`config.mk`:
```
export PLATFORM = sky130hd
export DESIGN_NAME = fmgs_queue
export DESIGN_NICKNAME = d
export VERILOG_FILES = /design/src/fmgs_pkg.sv /design/src/fmgs_queue.sv
export SDC_FILE = /design/constraint.sdc
export NUM_CORES = 1
export LEC_CHECK = 0
export ABC_CLOCK_PERIOD_IN_PS = 2600
export BUFFER_PORTS_ARGS = -buffer_cell sky130_fd_sc_hd__buf_2
export CORE_ASPECT_RATIO = 1.2
export CORE_MARGIN = 5
export CORE_UTILIZATION = 41
export DETAILED_ROUTE_END_ITERATION = 8
export MAX_ROUTING_LAYER = met4
export PLACE_DENSITY_LB_ADDON = 0.05
export SYNTH_ARGS = -nofsm -noshare
export SYNTH_HDL_FRONTEND = slang
export SYNTH_SLANG_ARGS = --single-unit
```
`constraint.sdc`:
```
create_clock -name i_clk -period 2.6 [get_ports i_clk]
set_clock_uncertainty 0.2 [all_clocks]
set_input_delay 0.26 -clock i_clk [delete_from_list [all_inputs] [get_ports i_clk]]
set_output_delay 0.26 -clock i_clk [all_outputs]
set_load 0.1 [all_outputs]
```
`src/fmgs_pkg.sv`:
```
// Shared constants, types and helpers for the free-map group summarizer.
package fmgs_pkg;

    localparam int FRAGS_PER_BLOCK = 8;
    localparam int CONTIG_MAX      = 16;
    localparam int COUNT_WIDTH     = 24;

    localparam int CMD_W    = 2;
    localparam int FRAG_W   = 8;
    localparam int INODE_W  = 8;
    localparam int INCNT_W  = 4;
    localparam int LIMIT_W  = 5;
    localparam int KIND_W   = 3;
    localparam int BUCKET_W = 5;

    localparam int HIST_N      = FRAGS_PER_BLOCK - 1;
    localparam int HIST_IDX_W  = $clog2(HIST_N);
    localparam int CL_IDX_W    = $clog2(CONTIG_MAX);
    localparam int FRAG_CNT_W  = $clog2(FRAGS_PER_BLOCK + 1);
    localparam int HIST_INC_W  = $clog2(FRAGS_PER_BLOCK / 2 + 1);
    localparam int INODE_CNT_W = $clog2(INODE_W + 1);

    // fixed report entries: three totals plus the fragment run buckets
    localparam int REPORT_FIXED = 3 + HIST_N;
    localparam int REPORT_W     = $clog2(REPORT_FIXED + CONTIG_MAX);

    localparam int Q_DEPTH = 4;
    localparam int Q_PTR_W = $clog2(Q_DEPTH);
    localparam int Q_CNT_W = $clog2(Q_DEPTH + 1);

    typedef enum logic [CMD_W-1:0] {
        CMD_BLOCK  = 2'd0,
        CMD_INODE  = 2'd1,
        CMD_FINISH = 2'd2
    } t_cmd;

    typedef enum logic [KIND_W-1:0] {
        KIND_FREE_BLOCKS = 3'd0,
        KIND_FREE_FRAGS  = 3'd1,
        KIND_FREE_INODES = 3'd2,
        KIND_FRAG_HIST   = 3'd3,
        KIND_CLUSTER     = 3'd4
    } t_kind;

    typedef enum logic [1:0] {
        OP_BLOCK,
        OP_INODE,
        OP_FINISH
    } t_op_kind;

    typedef enum logic {
        ST_RUN,
        ST_REPORT
    } t_state;

    typedef struct packed {
        t_op_kind                             kind;
        logic                                 full;
        logic [FRAG_CNT_W-1:0]                frag_cnt;
        logic [HIST_N-1:0][HIST_INC_W-1:0]    hist_inc;
        logic [INODE_CNT_W-1:0]               inode_cnt;
    } t_op;

    typedef struct packed {
        logic valid;
        t_op  op;
    } t_push;

    typedef struct packed {
        logic empty;
        logic full;
    } t_q_status;

    function automatic logic [COUNT_WIDTH-1:0] sat_add(
        input logic [COUNT_WIDTH-1:0] a,
        input logic [COUNT_WIDTH-1:0] b
    );
        logic [COUNT_WIDTH:0] s;
        s = {1'b0, a} + {1'b0, b};
        return s[COUNT_WIDTH] ? {COUNT_WIDTH{1'b1}} : s[COUNT_WIDTH-1:0];
    endfunction

endpackage

```
`src/fmgs_queue.sv`:
```
// Small op queue between the classifier and the accumulator.
module fmgs_queue import fmgs_pkg::*; (
    input  logic      i_clk,
    input  logic      i_rst_n,
    input  t_push     i_push,
    input  logic      i_pop,
    output t_op       o_head,
    output t_q_status o_status
);

    t_op                r_mem [Q_DEPTH];
    logic [Q_PTR_W-1:0] r_wr_ptr, n_wr_ptr;
    logic [Q_PTR_W-1:0] r_rd_ptr, n_rd_ptr;
    logic [Q_CNT_W-1:0] r_count, n_count;
    logic               do_pop;

    assign o_status.empty = (r_count == '0);
    assign o_status.full  = (r_count == Q_CNT_W'(Q_DEPTH));
    assign o_head         = r_mem[r_rd_ptr];
    assign do_pop         = i_pop && !o_status.empty;

    always_comb begin
        n_wr_ptr = r_wr_ptr;
        n_rd_ptr = r_rd_ptr;
        n_count  = r_count;
        if (i_push.valid) begin
            n_wr_ptr = r_wr_ptr + Q_PTR_W'(1);
        end
        if (do_pop) begin
            n_rd_ptr = r_rd_ptr + Q_PTR_W'(1);
        end
        case ({i_push.valid, do_pop})
            2'b10:   n_count = r_count + Q_CNT_W'(1);
            2'b01:   n_count = r_count - Q_CNT_W'(1);
            default: n_count = r_count;
        endcase
    end

    always_ff @(posedge i_clk) begin
        if (!i_rst_n) begin
            r_wr_ptr <= '0;
            r_rd_ptr <= '0;
            r_count  <= '0;
        end else begin
            r_wr_ptr <= n_wr_ptr;
            r_rd_ptr <= n_rd_ptr;
            r_count  <= n_count;
        end
    end

    always_ff @(posedge i_clk) begin
        if (i_push.valid) begin
            r_mem[r_wr_ptr] <= i_push.op;
        end
    end

endmodule

```
# Yosys cells after proc, flatten, opt, wreduce, memory -nomap -nowiden
# Memory sizes are Yosys's and may differ from the RTL's. A register that Yosys moved wholly into a read port is not among the register bits.
# Index checks and enable logic that the tools add are counted.
# classes
add_sub_neg	4
eq_ne	3
n_mux	5
reduce_logical	4
# ops
op	count
$pmux 3 s2	1
$add 2x1->2 const B	2
$mux 2	2
$add 3x1->3 const B	1
$eq 3x3->1 const B	1
$logic_not 3->1	1
$sub 3x1->3 const B	1
$eq 2x1->1 const B	1
$eq 2x2->1 const B	1
$mux 1	2
$reduce_bool 2->1	1
$logic_and 1x1->1	1
$logic_not 1->1	1
# totals
regBits	7
ramBits	128
in_bits	36
output_inout_bits	34
word_cells	20
memories	1
# mem_list
memory	words	word_bits	read_ports	rd_clocked_by_memory_dff	write_ports	line_no	rtl
r_mem	4	32	1	1	1	fmgs_queue.sv:11	t_op r_mem [Q_DEPTH];

# Logic depth before layout (Yosys ltp)
# logic_depth
depth_word	5
depth_mapped	8
ltp_nobuf	8

# Worst setup path before layout
# No wires, ideal clock.
# synth_timing
kind	register to register
from	register r_count[1]
to	register r_count[2]
setup_time_ps	76
arrival_ps	2797
required_time_ps	2324
path_slack_ps	-473
path_stages_with_launch	9
path_buffers	0
synth_period_minus_slack_ps	3073
path_cell_list	dfxtp_1 > nor3_2 > nor2b_1 > ha_1 > inv_1 > fa_1 > xor2_1 > or3_1 > a21boi_0
# synth_rtl
item	line_no	rtl
start, declared	fmgs_queue.sv:14	logic [Q_CNT_W-1:0] r_count, n_count;
start signal, assigned	fmgs_queue.sv:47	r_count <= n_count;

==> impl_metrics.csv <==
group,metric,value,unit
die,fp-row-count,44,
timing,tns,0,ns
global_routing,antenna_found_initial,0,
critical_path,cp.required,2.14,ns
clock_network,cts_sinks,137,
timing,final_max_slew_viol_count,0,
clock_network,post-cts-setup-buffer-count,0,
critical_path,ff2ff_path_depth,8,
die,initial_core_util,42.1,%
route,drt_iter0_markers,86,
synth,syn_nets,258,
placed_design,dp_slack,0.385,ns
power,power_density,1160,nW/um^2
clock_network,cts_tree,"yes",
min_path,min-delay-path-class,"input pin to flip-flop",
layout,layout-drive-gt1-share,40.2,%
power,ir_worst_vdd,0.538,mV
synth,netlist_area,5130,um^2
power,power_frac_comb,31.1,%
layout,nets,380,
power,total_power,7.77,mW
synth,synth.distinct_cells,22,
route,ant_nets,0,
layout,area_delta_synth_final,31.1,%
clock_network,clock_path_buffers,2,
critical_path,cp.arrival,1.97,ns
route,wl_per_cell,17.6,um
min_path,whs_path_depth,3,
synth,synth-seq-cells,137,
global_routing,grt_max_degree,33,
route,vias_per_cell,4.84,
placed_design,place_hpwl,5260,um
clock_network,cts_max_level,4,
route,firstDrtPassIters,4,
critical_path,cp-start-kind,"flip-flop",
die,die_h,133,um
die,die_x,112,um
power,power.leakage,2.34,nW
timing,finalSetupViolations,0,
die,top_level_ports,70,
clock_network,clk_latency,0.41,ns
layout,antenna_cells,0,
job,maxCapViolCount,0,
synth,synth_seq_area_share,78.5,%
timing,rsz0062_at_grt,"no",
route,wl_met3,473,um
clock_network,numCtsBuffers,17,
critical_path,crit_fanout,16,
power,swShare,35.3,%
clock_network,clock-root-buffer,"clkbuf_16",
timing,min_period,2.43,ns
placed_design,place_congestion,0.701,
timing,setup_ws,0.172,ns
global_routing,first_global_vias,2682,
layout,final_cells,512,
timing,hold-worst-slack,0.0180,ns
route,top_layer_used,"met4",
placed_design,port_buffers,69,
die,core,12200,um^2
power,clockPowerShare,35.2,%
outcome,status,"finished clean",
timing,tightest_slew,0.524,ns
synth,syn-instance-count,216,
die,dieArea,14900,um^2
power,seqPwrFrac,33.7,%
critical_path,worst-setup-path-type,"flip-flop to primary output",
critical_path,crit_path_end_kind,"primary output",
route,drc,0,
route,wl,9010,um
power,p_switching,2.74,mW
timing,max_slew_margin,65.1,%
global_routing,grt.total_usage,13.4,%
clock_network,clk_pin_slew,0.05,ns
route,wl_met1,3820,um
synth,yosysWarnings,0,
synth,postSynthAreaPerCell,23.7,um^2
timing,finalHoldViolCount,0,
global_routing,overflow,0,
timing,min_period_over_period,93.4,%
power,intPower,5.03,mW
route,num_vias,2480,
global_routing,grt_pass1_wl,14400,um
placed_design,dp.cells,446,
timing,fmax,0.412,GHz
route,wl_met2,4620,um
## sequential cells by signal, summed over array words and instances (netlist names), named ones only
signal / flops
r_mem: 128
r_count: 3
r_wr_ptr: 2
r_rd_ptr: 2
## layout make-up
type / count / area [um^2]
Clock buffer: 17 / 425
Fill cell: 952 / 5440
Multi-Input combinational cell: 66 / 1010
Sequential cell: 137 / 4030
Clock inverter: 15 / 254
Tap cell: 161 / 201
Inverter: 6 / 22.5
Timing Repair Buffer: 110 / 788
## cell usage after synthesis
cell,number,area share [%]
nand4bb_1,1,0.22
inv_1,6,0.44
fa_1,1,0.39
mux4_2,30,13
buf_12,3,1.2
o21ai_0,5,0.49
buf_2,3,0.29
xor2_1,2,0.34
nand2_1,3,0.22
mux4_1,2,1.0
or3_1,2,0.24
ha_1,5,1.2
and2_1,7,0.85
nor3_2,1,0.20
a21boi_0,2,0.29
xnor2_1,1,0.17
mux2i_1,1,0.20
and3_1,1,0.12
buf_6,1,0.22
nor2b_1,2,0.24
dfxtp_1,9,3.5
edfxtp_1,128,75
## per-layer routing
layer  GRT usage (%)  vias to the layer above
met2            20.7                       61
li1                -                     1137
met4            5.01                        0
met1            15.9                     1270
met5               -                        -
met3            5.12                       12
## cells by family (layout without fill, tap and decap cells)
logic type,count (synthesis),after routing,synth area share (%)
flops,137,137,78.5
mux,33,33,14.4
simple gates,17,17,2.10
buf+inv,13,148,2.12
compound gates,7,7,0.781
fa+ha+maj,6,6,1.61
xor+xnor,3,3,0.513
## stage by stage
| step | cell area, um^2 | utilization, % |
|---|---|---|
| 6_report | 6720 | 55.3 |
| 3_5_place_dp | 5700 | 46.9 |
| 5_1_grt | 6720 | 55.3 |
| 4_1_cts | 6720 | 55.3 |
| 2_1_floorplan | 5130 | - |
| 3_3_place_gp | 5700 | 46.9 |
## final timing paths
check / startpoint / to / slack (ns)
max reg2reg: r_count[0]$_SDFFE_PN0P_ / r_count[2]$_SDFFE_PN0P_ / 0.39
max: flip-flop / o_head[26] / 0.17
min: i_push[32] / r_wr_ptr[1]$_SDFFE_PN0P_ / 0.02
min reg2reg: r_rd_ptr[0]$_SDFFE_PN0P_ / r_rd_ptr[0]$_SDFFE_PN0P_ / 0.30
## layout by cell type, fill, tap and decap left out, types with 3 or more instances in the layout
master / Yosys / layout
buf_12: 3 / 4
inv_1: 6 / 6
buf_4: 0 / 3
bufinv_16: 0 / 7
clkinv_1: 0 / 4
dlygate4sd3_1: 0 / 34
mux4_2: 30 / 30
and2_1: 7 / 3
edfxtp_1: 128 / 128
o21ai_0: 5 / 5
ha_1: 5 / 5
buf_2: 3 / 69
clkbuf_16: 0 / 17
dfxtp_1: 9 / 7
and2_2: 0 / 4
nand2_1: 3 / 3
## power by group through the flow
stage / Combinational (mW) / Clock (mW) / Sequential (mW)
6_report: 2.42 / 2.73 / 2.62
5_1_grt: 2.53 / 2.90 / 2.63
4_1_cts: 2.46 / 2.79 / 2.62
3_5_place_dp: 2.41 / 0 / 2.66
3_3_place_gp: 2.41 / 0 / 2.66
2_1_floorplan: 2.10 / 0 / 2.65
## timing repair
item	CTS	global route
hold endpoints to repair	136	0
hold buffers	34	0
gates resized for setup	0	0
## critical path: stages (launching register included)
cell	delay, ns
dfxtp_2	0.35
buf_4	0.33
mux4_2	0.57
buf_2	0.31
Note: power is estimated with default switching activity, not from simulation.
